===== config.mk =====
export PLATFORM = sky130hd
export DESIGN_NAME = sha256_stream_hasher_top
export DESIGN_NICKNAME = d
export VERILOG_FILES = /design/src/rtl/core/shs_pkg.sv /design/src/rtl/core/shs_ctrl.sv /design/src/rtl/core/shs_datapath.sv /design/src/rtl/core/sha256_stream_hasher_top.sv
export SDC_FILE = /design/constraint.sdc
export NUM_CORES = 2
export LEC_CHECK = 0
export ABC_CLOCK_PERIOD_IN_PS = 21400
export BUFFER_PORTS_ARGS = -buffer_cell sky130_fd_sc_hd__buf_2
export CAP_MARGIN = 20
export CORE_MARGIN = 4
export CORE_UTILIZATION = 51
export CTS_BUF_LIST = sky130_fd_sc_hd__clkbuf_4
export CTS_CLUSTER_DIAMETER = 80
export DETAILED_ROUTE_END_ITERATION = 7
export PLACE_DENSITY_LB_ADDON = 0.3
export SYNTH_ARGS = -nofsm -noshare
export SYNTH_HDL_FRONTEND = slang
export SYNTH_SLANG_ARGS = --single-unit

===== constraint.sdc =====
create_clock -name clock -period 21.4 [get_ports clock]
set_input_delay 4.28 -clock clock [delete_from_list [all_inputs] [get_ports clock]]
set_output_delay 4.28 -clock clock [all_outputs]
set_load 0.005 [all_outputs]

===== src/rtl/core/shs_pkg.sv =====
// ----------------------------------------------------------------------------
// SHA-256 stream hasher package
// Shared control types, the round constant table and the initial hash words.
// ----------------------------------------------------------------------------
package shs_pkg;

   // commands from the controller to the datapath
   typedef struct packed {
      logic       store_word;  // write a full message word into the block
      logic       load_pad;    // build the first closing block
      logic       load_tail;   // build the second closing block
      logic       init_vars;   // copy running hash into the working variables
      logic       round_en;    // run one compression round
      logic [5:0] round_idx;   // round number for the constant table
      logic       fold;        // add working variables into the running hash
      logic       clear_msg;   // back to the initial hash for the next message
      logic [2:0] out_idx;     // digest word on the result port
   } cmd_type;

   // status from the datapath to the controller
   typedef struct packed {
      logic fill_last;   // next stored word completes the block
      logic two_blocks;  // padding needs a second closing block
   } status_type;

   localparam logic [31:0] PAD_WORD = 32'h8000_0000;

   // initial hash value, word 0 first
   function automatic logic [31:0] init_hash(input logic [2:0] idx);
      logic [31:0] v;
      case (idx)
         3'd0: v = 32'h6A09E667;
         3'd1: v = 32'hBB67AE85;
         3'd2: v = 32'h3C6EF372;
         3'd3: v = 32'hA54FF53A;
         3'd4: v = 32'h510E527F;
         3'd5: v = 32'h9B05688C;
         3'd6: v = 32'h1F83D9AB;
         default: v = 32'h5BE0CD19;
      endcase
      return v;
   endfunction

   // round constants
   function automatic logic [31:0] round_const(input logic [5:0] idx);
      logic [31:0] v;
      case (idx)
         6'd0:  v = 32'h428A2F98;  6'd1:  v = 32'h71374491;
         6'd2:  v = 32'hB5C0FBCF;  6'd3:  v = 32'hE9B5DBA5;
         6'd4:  v = 32'h3956C25B;  6'd5:  v = 32'h59F111F1;
         6'd6:  v = 32'h923F82A4;  6'd7:  v = 32'hAB1C5ED5;
         6'd8:  v = 32'hD807AA98;  6'd9:  v = 32'h12835B01;
         6'd10: v = 32'h243185BE;  6'd11: v = 32'h550C7DC3;
         6'd12: v = 32'h72BE5D74;  6'd13: v = 32'h80DEB1FE;
         6'd14: v = 32'h9BDC06A7;  6'd15: v = 32'hC19BF174;
         6'd16: v = 32'hE49B69C1;  6'd17: v = 32'hEFBE4786;
         6'd18: v = 32'h0FC19DC6;  6'd19: v = 32'h240CA1CC;
         6'd20: v = 32'h2DE92C6F;  6'd21: v = 32'h4A7484AA;
         6'd22: v = 32'h5CB0A9DC;  6'd23: v = 32'h76F988DA;
         6'd24: v = 32'h983E5152;  6'd25: v = 32'hA831C66D;
         6'd26: v = 32'hB00327C8;  6'd27: v = 32'hBF597FC7;
         6'd28: v = 32'hC6E00BF3;  6'd29: v = 32'hD5A79147;
         6'd30: v = 32'h06CA6351;  6'd31: v = 32'h14292967;
         6'd32: v = 32'h27B70A85;  6'd33: v = 32'h2E1B2138;
         6'd34: v = 32'h4D2C6DFC;  6'd35: v = 32'h53380D13;
         6'd36: v = 32'h650A7354;  6'd37: v = 32'h766A0ABB;
         6'd38: v = 32'h81C2C92E;  6'd39: v = 32'h92722C85;
         6'd40: v = 32'hA2BFE8A1;  6'd41: v = 32'hA81A664B;
         6'd42: v = 32'hC24B8B70;  6'd43: v = 32'hC76C51A3;
         6'd44: v = 32'hD192E819;  6'd45: v = 32'hD6990624;
         6'd46: v = 32'hF40E3585;  6'd47: v = 32'h106AA070;
         6'd48: v = 32'h19A4C116;  6'd49: v = 32'h1E376C08;
         6'd50: v = 32'h2748774C;  6'd51: v = 32'h34B0BCB5;
         6'd52: v = 32'h391C0CB3;  6'd53: v = 32'h4ED8AA4A;
         6'd54: v = 32'h5B9CCA4F;  6'd55: v = 32'h682E6FF3;
         6'd56: v = 32'h748F82EE;  6'd57: v = 32'h78A5636F;
         6'd58: v = 32'h84C87814;  6'd59: v = 32'h8CC70208;
         6'd60: v = 32'h90BEFFFA;  6'd61: v = 32'hA4506CEB;
         6'd62: v = 32'hBEF9A3F7;  default: v = 32'hC67178F2;
      endcase
      return v;
   endfunction

endpackage


===== src/rtl/core/shs_ctrl.sv =====
// ----------------------------------------------------------------------------
// SHA-256 stream hasher controller
// Sequences word intake, block compression, padding blocks and digest output.
// ----------------------------------------------------------------------------
module shs_ctrl (
   input  logic                clock,
   input  logic                reset,
   input  logic                req_valid,
   input  logic                req_final_word,
   output logic                req_stall,
   output logic                rsp_valid,
   input  logic                rsp_stall,
   input  shs_pkg::status_type status,
   output shs_pkg::cmd_type    cmd
);

   typedef enum logic [2:0] {
      ST_IDLE,
      ST_ROUND,
      ST_FOLD,
      ST_TAIL,
      ST_OUT
   } state_type;

   typedef enum logic [1:0] {
      BLK_DATA,
      BLK_PAD,
      BLK_TAIL
   } block_type;

   state_type  state_ff, state_in;
   block_type  kind_ff, kind_in;
   logic [5:0] round_ff, round_in;
   logic [2:0] out_idx_ff, out_idx_in;
   logic       req_take;
   logic       rsp_take;

   assign req_stall = (state_ff != ST_IDLE);
   assign rsp_valid = (state_ff == ST_OUT);
   assign req_take  = req_valid && (state_ff == ST_IDLE);
   assign rsp_take  = rsp_valid && !rsp_stall;

   // next state and datapath commands
   always_comb begin
      state_in   = state_ff;
      kind_in    = kind_ff;
      round_in   = round_ff;
      out_idx_in = out_idx_ff;
      cmd        = '0;
      cmd.round_idx = round_ff;
      cmd.out_idx   = out_idx_ff;
      unique case (state_ff)
         ST_IDLE: begin
            if (req_take) begin
               round_in = '0;
               if (req_final_word) begin
                  cmd.load_pad  = 1'b1;
                  cmd.init_vars = 1'b1;
                  kind_in       = BLK_PAD;
                  state_in      = ST_ROUND;
               end else begin
                  cmd.store_word = 1'b1;
                  if (status.fill_last) begin
                     cmd.init_vars = 1'b1;
                     kind_in       = BLK_DATA;
                     state_in      = ST_ROUND;
                  end
               end
            end
         end
         ST_ROUND: begin
            cmd.round_en = 1'b1;
            round_in     = round_ff + 6'd1;
            if (round_ff == 6'd63) begin
               state_in = ST_FOLD;
            end
         end
         ST_FOLD: begin
            cmd.fold   = 1'b1;
            out_idx_in = '0;
            unique case (kind_ff)
               BLK_DATA: state_in = ST_IDLE;
               BLK_PAD:  state_in = status.two_blocks ? ST_TAIL : ST_OUT;
               default:  state_in = ST_OUT;
            endcase
         end
         ST_TAIL: begin
            cmd.load_tail = 1'b1;
            cmd.init_vars = 1'b1;
            round_in      = '0;
            kind_in       = BLK_TAIL;
            state_in      = ST_ROUND;
         end
         ST_OUT: begin
            if (rsp_take) begin
               out_idx_in = out_idx_ff + 3'd1;
               if (out_idx_ff == 3'd7) begin
                  cmd.clear_msg = 1'b1;
                  state_in      = ST_IDLE;
               end
            end
         end
         default: state_in = ST_IDLE;
      endcase
   end

   // hold state and counters
   always_ff @(posedge clock) begin
      if (reset) begin
         state_ff   <= ST_IDLE;
         kind_ff    <= BLK_DATA;
         round_ff   <= '0;
         out_idx_ff <= '0;
      end else begin
         state_ff   <= state_in;
         kind_ff    <= kind_in;
         round_ff   <= round_in;
         out_idx_ff <= out_idx_in;
      end
   end

endmodule


===== src/rtl/core/shs_datapath.sv =====
// ----------------------------------------------------------------------------
// SHA-256 stream hasher datapath
// Message window, working variables, running hash, length and padding logic.
// ----------------------------------------------------------------------------
module shs_datapath (
   input  logic                clock,
   input  logic                reset,
   input  logic [31:0]         req_data_word,
   input  logic [2:0]          req_valid_bytes,
   input  shs_pkg::cmd_type    cmd,
   output shs_pkg::status_type status,
   output logic [31:0]         rsp_digest_word
);

   logic [31:0] w_ff [16];
   logic [31:0] w_in [16];
   logic [31:0] vars_ff [8];
   logic [31:0] vars_in [8];
   logic [31:0] hash_ff [8];
   logic [31:0] hash_in [8];
   logic [3:0]  fill_ff, fill_in;
   logic [63:0] length_ff, length_in;
   logic        two_ff, two_in;
   logic        lead_ff, lead_in;

   logic [2:0]  byte_cnt;
   logic [6:0]  end_pos;
   logic [31:0] pad_word;
   logic [63:0] length_fin;
   logic [31:0] sched_new;
   logic [31:0] t1, t2;

   function automatic logic [31:0] rotr(input logic [31:0] x, input int n);
      return (x >> n) | (x << (32 - n));
   endfunction

   // clamp byte count, locate the end of the message in the block
   always_comb begin
      byte_cnt   = (req_valid_bytes > 3'd4) ? 3'd4 : req_valid_bytes;
      end_pos    = {1'b0, fill_ff, 2'b00} + {4'b0, byte_cnt};
      length_fin = length_ff + {58'b0, byte_cnt, 3'b000};
      case (byte_cnt)
         3'd0:    pad_word = shs_pkg::PAD_WORD;
         3'd1:    pad_word = {req_data_word[31:24], 8'h80, 16'h0};
         3'd2:    pad_word = {req_data_word[31:16], 8'h80, 8'h0};
         3'd3:    pad_word = {req_data_word[31:8], 8'h80};
         default: pad_word = req_data_word;
      endcase
   end

   // message schedule and round function
   always_comb begin
      sched_new = (rotr(w_ff[14], 17) ^ rotr(w_ff[14], 19) ^ (w_ff[14] >> 10))
                + w_ff[9]
                + (rotr(w_ff[1], 7) ^ rotr(w_ff[1], 18) ^ (w_ff[1] >> 3))
                + w_ff[0];
      t1 = vars_ff[7]
         + (rotr(vars_ff[4], 6) ^ rotr(vars_ff[4], 11) ^ rotr(vars_ff[4], 25))
         + ((vars_ff[4] & vars_ff[5]) ^ (~vars_ff[4] & vars_ff[6]))
         + shs_pkg::round_const(cmd.round_idx)
         + w_ff[0];
      t2 = (rotr(vars_ff[0], 2) ^ rotr(vars_ff[0], 13) ^ rotr(vars_ff[0], 22))
         + ((vars_ff[0] & vars_ff[1]) ^ (vars_ff[0] & vars_ff[2])
            ^ (vars_ff[1] & vars_ff[2]));
   end

   // message window: store, build padding blocks, shift during rounds
   always_comb begin
      for (int j = 0; j < 16; j++) begin
         w_in[j] = w_ff[j];
      end
      two_in  = two_ff;
      lead_in = lead_ff;
      if (cmd.store_word) begin
         w_in[fill_ff] = req_data_word;
      end else if (cmd.load_pad) begin
         two_in  = (end_pos > 7'd55);
         lead_in = (end_pos == 7'd64);
         for (int j = 0; j < 16; j++) begin
            if (4'(j) == fill_ff) begin
               w_in[j] = pad_word;
            end else if (4'(j) > fill_ff) begin
               w_in[j] = ((4'(j) == fill_ff + 4'd1) && (byte_cnt == 3'd4)) ?
                         shs_pkg::PAD_WORD : 32'h0;
            end
         end
         if (end_pos <= 7'd55) begin
            w_in[14] = length_fin[63:32];
            w_in[15] = length_fin[31:0];
         end
      end else if (cmd.load_tail) begin
         for (int j = 1; j < 14; j++) begin
            w_in[j] = 32'h0;
         end
         w_in[0]  = lead_ff ? shs_pkg::PAD_WORD : 32'h0;
         w_in[14] = length_ff[63:32];
         w_in[15] = length_ff[31:0];
      end else if (cmd.round_en) begin
         for (int j = 0; j < 15; j++) begin
            w_in[j] = w_ff[j + 1];
         end
         w_in[15] = sched_new;
      end
   end

   // working variables, running hash, fill and length
   always_comb begin
      for (int j = 0; j < 8; j++) begin
         vars_in[j] = vars_ff[j];
         hash_in[j] = hash_ff[j];
      end
      fill_in   = fill_ff;
      length_in = length_ff;
      if (cmd.init_vars) begin
         for (int j = 0; j < 8; j++) begin
            vars_in[j] = hash_ff[j];
         end
      end else if (cmd.round_en) begin
         vars_in[0] = t1 + t2;
         vars_in[1] = vars_ff[0];
         vars_in[2] = vars_ff[1];
         vars_in[3] = vars_ff[2];
         vars_in[4] = vars_ff[3] + t1;
         vars_in[5] = vars_ff[4];
         vars_in[6] = vars_ff[5];
         vars_in[7] = vars_ff[6];
      end
      if (cmd.fold) begin
         for (int j = 0; j < 8; j++) begin
            hash_in[j] = hash_ff[j] + vars_ff[j];
         end
      end
      if (cmd.store_word) begin
         fill_in   = fill_ff + 4'd1;
         length_in = length_ff + 64'd32;
      end
      if (cmd.load_pad) begin
         length_in = length_fin;
      end
      if (cmd.clear_msg) begin
         for (int j = 0; j < 8; j++) begin
            hash_in[j] = shs_pkg::init_hash(3'(j));
         end
         fill_in   = '0;
         length_in = '0;
      end
   end

   // payload registers
   always_ff @(posedge clock) begin
      for (int j = 0; j < 16; j++) begin
         w_ff[j] <= w_in[j];
      end
      for (int j = 0; j < 8; j++) begin
         vars_ff[j] <= vars_in[j];
      end
      two_ff  <= two_in;
      lead_ff <= lead_in;
   end

   // message state registers
   always_ff @(posedge clock) begin
      if (reset) begin
         for (int j = 0; j < 8; j++) begin
            hash_ff[j] <= shs_pkg::init_hash(3'(j));
         end
         fill_ff   <= '0;
         length_ff <= '0;
      end else begin
         for (int j = 0; j < 8; j++) begin
            hash_ff[j] <= hash_in[j];
         end
         fill_ff   <= fill_in;
         length_ff <= length_in;
      end
   end

   assign status.fill_last  = (fill_ff == 4'd15);
   assign status.two_blocks = two_ff;
   assign rsp_digest_word   = hash_ff[cmd.out_idx];

endmodule


===== src/rtl/core/sha256_stream_hasher_top.sv =====
// ----------------------------------------------------------------------------
// SHA-256 stream hasher
// Hashes a word stream with SHA-256 and returns the digest as eight words.
// ----------------------------------------------------------------------------
// Usage:
//   The req channel takes 32-bit big-endian message words with a byte count
//   and a final flag. Words before the final one carry four bytes. The final
//   word carries zero to four bytes and closes the message.
//   A plain word is stored straight into the block. For the word that
//   completes a 64-byte block, the 64-round compression runs one round per
//   cycle in the shared round unit, then the fold adds into the running hash.
//   A final word runs one or two closing blocks through compression, then
//   the rsp channel returns eight transactions, digest word 0 first, with
//   digest_last on word 7. The next message starts from the initial hash.
//   req_stall is high whenever the block is compressing or sending the
//   digest; only one message item is in work at a time.
//   When the receiver stalls rsp, the current digest word holds and the
//   block waits. Synchronous reset loads the initial hash, clears the block
//   word fill count and length, and drops any message in work.
// ----------------------------------------------------------------------------
module sha256_stream_hasher_top (
   input  logic        clock,
   input  logic        reset,
   input  logic        req_valid,
   output logic        req_stall,
   input  logic [31:0] req_data_word,
   input  logic [2:0]  req_valid_bytes,
   input  logic        req_final_word,
   output logic        rsp_valid,
   input  logic        rsp_stall,
   output logic [31:0] rsp_digest_word,
   output logic [2:0]  rsp_word_index,
   output logic        rsp_digest_last
);

   shs_pkg::cmd_type    cmd;
   shs_pkg::status_type status;

   shs_ctrl u_ctrl (
      .clock          (clock),
      .reset          (reset),
      .req_valid      (req_valid),
      .req_final_word (req_final_word),
      .req_stall      (req_stall),
      .rsp_valid      (rsp_valid),
      .rsp_stall      (rsp_stall),
      .status         (status),
      .cmd            (cmd)
   );

   shs_datapath u_datapath (
      .clock           (clock),
      .reset           (reset),
      .req_data_word   (req_data_word),
      .req_valid_bytes (req_valid_bytes),
      .cmd             (cmd),
      .status          (status),
      .rsp_digest_word (rsp_digest_word)
   );

   // tag the digest word position
   assign rsp_word_index  = cmd.out_idx;
   assign rsp_digest_last = (cmd.out_idx == 3'd7);

endmodule


==> results by stage <==
Route:
- Dividing the detail-routed wire length by the instance count gives roughly 28 um.
- The starting DRC count in detailed routing is approximately 10000.
- The ratio of routed vias to standard cells is around 6.7.
- The count of nets left with antenna violations once routing finished came out at 0.
- The first-pass iteration count of the detailed router is 8.
- The remaining routing DRC violations is 2.
- The routed wire length is 293000 um.
- The number of vias after detailed routing is 69800.

Cells and area:
- The final layout contains between 8000 and 9000 nets.
- The layout filler cell count is about 14000.
- The relative area change from synthesis to final layout is 7.71%.
- Cells with a size suffix above 1 make up around an eighth of the layout.

Floorplan:
- The die is 401 um tall.
- The floorplan step set the die width to 401 um.
- For this configuration, the core starts out at a cell density of 51.3%.
- The number of top-level design ports is 78.
- The core region is 0.154 mm^2.
- The die covers 0.161 mm^2.
- Row generation in the floorplan step produced 144 rows.

GRT:
- For this run, the total global-route usage over all layers was measured as 35.0%.
- The global-route wire length before repair is approximately 430000 um.
- The number of antenna violations at the first check in global routing was 23.
- Entering global routing, the biggest net connects between 200 and 300 pins.
- The leftover overflow at the end of global routing is 0.
- The via count of the first global-routing pass is around 66000.

Synthesis:
- After synthesis, the netlist uses 94 different library cells.
- The mean cell area of the mapped netlist is 9.63 um^2.
- For this run, the leading register cell type out of synthesis is edfxtp_1.
- By area the synthesized netlist is led by edfxtp_1 29%, dfxtp_1 9.4%, ha_1 6.5%.
- In this run, synthesis produced a sequential element count of 1140.
- The proportion of synthesized chip area in sequential cells is 38.7%.
- Sorting the synthesized cells by how often they occur yields 885 x nand2_1, 770 x edfxtp_1, 651 x a21oi_1.
- The number of synthesized flops with an enable pin is 770.
- The number of warnings printed during yosys synthesis is 0.
- The post-synthesis net count is 8834.
- The fraction of synthesis flops using an asynchronous set or reset pin is 0%.
- The most common cell in the synthesized netlist is nand2_1.
- The synthesized netlist occupies a cell area of 0.0789 mm^2.
- Of all cell types, the one taking the most synthesized area is edfxtp_1.
- Of the post-synthesis cell area, the dominant cell type holds 29.3%.
- The number of cells produced by synthesis is 8191.

Setup path:
- The most frequent cell on the critical path is fa_1.
- The maximum single-stage delay on the critical path is 0.57 ns.
- The worst setup path is captured at a flip-flop.
- The beginning of the critical path is u_datapath.vars_ff[1][2].
- The slowest cell on the critical path is edfxtp_1.
- The element type at the critical path start is a flip-flop.
- The worst setup path is of the flip-flop to flip-flop kind.
- The worst endpoint required time is around 23 ns.
- The worst reg2reg path startpoint is u_datapath.vars_ff[1][2].
- The critical-path maximum fanout is 6.
- The data arrival at the endpoint of the critical path is ~9.9 ns.

CTS:
- TritonCTS built the clock tree.
- The clock net in this run drives a total of between 1000 and 1500 sinks.
- The H-tree was split into 5 levels.
- The number of buffers inserted for hold repair after clock tree synthesis is 0.
- The post-CTS setup buffer count is 0.
- In this run, CTS created clock tree buffers numbering 338.
- The maximum number of buffers from clock root to sink is 4.
- The root buffer cell is clkbuf_4.
- The clock slew at the register clock pins of the worst setup and hold paths is approximately 0.08 ns.
- The post-cts repair resize count is 0.
- Clock latency on the worst-skew pair, taken at its later pin, is 1.42 ns.

STA:
- In the finished design, the share of the clock period the worst path needs comes to 40.5%.
- The worst-margin pin slew is 1.26 ns.
- The clock arrives with 0.164 ns of skew.
- The worst slew margin relative to its limit is 16.1%.
- The final critical path time including I/O delays and setup is 8.68 ns.
- The number of max-slew violations in the final report is 0.
- Setup repair after global routing left no endpoint under its margin.
- The final-report hold violation count is 0.
- In the final timing run, aggregate negative setup slack is 0 ns.
- The upper clock frequency limit is approximately 120 MHz.
- Setup violations remaining at the end of the flow were counted as 0.

Run status:
- The checks that failed: DRC.
- The flow ran to the end, but the final reports show violations.

Placed design:
- The number of port buffers is slightly below 80.
- The congestion estimate from routability-driven global placement came to 1.02.
- The total half-perimeter wirelength after legalization and detailed placement is 211000 um.

Min path:
- The launch instance of the worst min-delay path is u_datapath.length_ff[3].
- The path class of the tightest hold or removal check is flip-flop to flip-flop.

Run:
- The tool flagged a number of max-cap violations equal to 0.
## final timing paths
path / end / slack [ns] / cells after the start
min: u_datapath.length_ff[3] / 0.48 / 2
max reg2reg: u_datapath.vars_ff[0][31] / 12.72 / 32
min reg2reg: u_datapath.length_ff[3] / 0.48 / 2
max: u_datapath.vars_ff[0][31] / 12.72 / 32
## stage by stage
step / std cells / utilization (%) / setup slack, ns / hold WS, ns / cell area, um^2
finish: 10500 / 55.2 / 12.72 / 0.484 / 85000
global route: 10500 / 55.2 / 12.13 / 0.503 / 85000
detailed placement: 9873 / 52.5 / 12.21 / 0.476 / 80700
CTS: 10500 / 55.1 / 12.71 / 0.484 / 84800
floorplan: 8191 / - / 10.31 / 0.454 / 78900
global placement: 9870 / 52.4 / 12.32 / 0.466 / 80700
## kinds of logic after synthesis
logic type	share of synthesized area [%]
xor gates and xnor gates	7.15
AOI/OAI and AO/OA	20.7
adders and majority gates	11.7
and+or+nand+nor	11.6
muxes	5.81
buffers and inverters	4.34
DFF	38.7
## cells in the final DEF, fill, tap and decap left out, drive strengths merged, types with 129 or more instances in the layout
master	Yosys	routed
a21o	188	188
a21oi	652	652
a22o	247	247
buf	97	177
clkbuf	437	496
dfxtp	370	370
edfxtp	770	770
fa	196	196
ha	407	407
inv	344	349
mux2	233	233
nand2	885	885
nand3	142	142
nor2	458	458
nor3	129	129
o21ai	639	639
xnor2	438	438
xor2	203	203
## layout make-up
type                       count  area [um^2]  area share, %
inverter                     347         1300           1.53
tap                         2044         2560           3.01
multi-input combinational   6170        45200           53.2
sequential                  1140        30500           35.9
clock inverter                81          399          0.470
timing repair buffer         177         1240           1.46
antenna                       17         42.5         0.0501
clock buffer                 496         3720           4.38
## worst max-delay path, delay by kind of cell, from the launching register on
kind            cells  cell delay, ns
mux                 1            0.20
compound gates     12            2.40
xor+xnor            2            0.67
flops               1            0.57
fa+ha+maj           6            2.94
simple gates        8            1.63
buf+inv             3            0.18
## routing by layer
layer / global-route usage, % / wire length, um
met1: 45.4 / 111000
met2: 52.0 / 126000
met3: 9.76 / 36500
met4: 20.9 / 20800
met5: 0 / 84
## state kept, by name, indices dropped and copies added, names as in the netlist, named ones only
name,count
u_datapath.w_ff,512
u_datapath.hash_ff,256
u_datapath.vars_ff,256
u_datapath.length_ff,61
u_ctrl.round_ff,6
u_datapath.fill_ff,4
u_ctrl.out_idx_ff,3
u_ctrl.state_ff,3
u_ctrl.kind_ff,2
u_datapath.lead_ff,1
u_datapath.two_ff,1
Power is left out: the tool's default activity adds up to more than one toggle a clock period on the data nets, which glitch-free logic cannot reach.
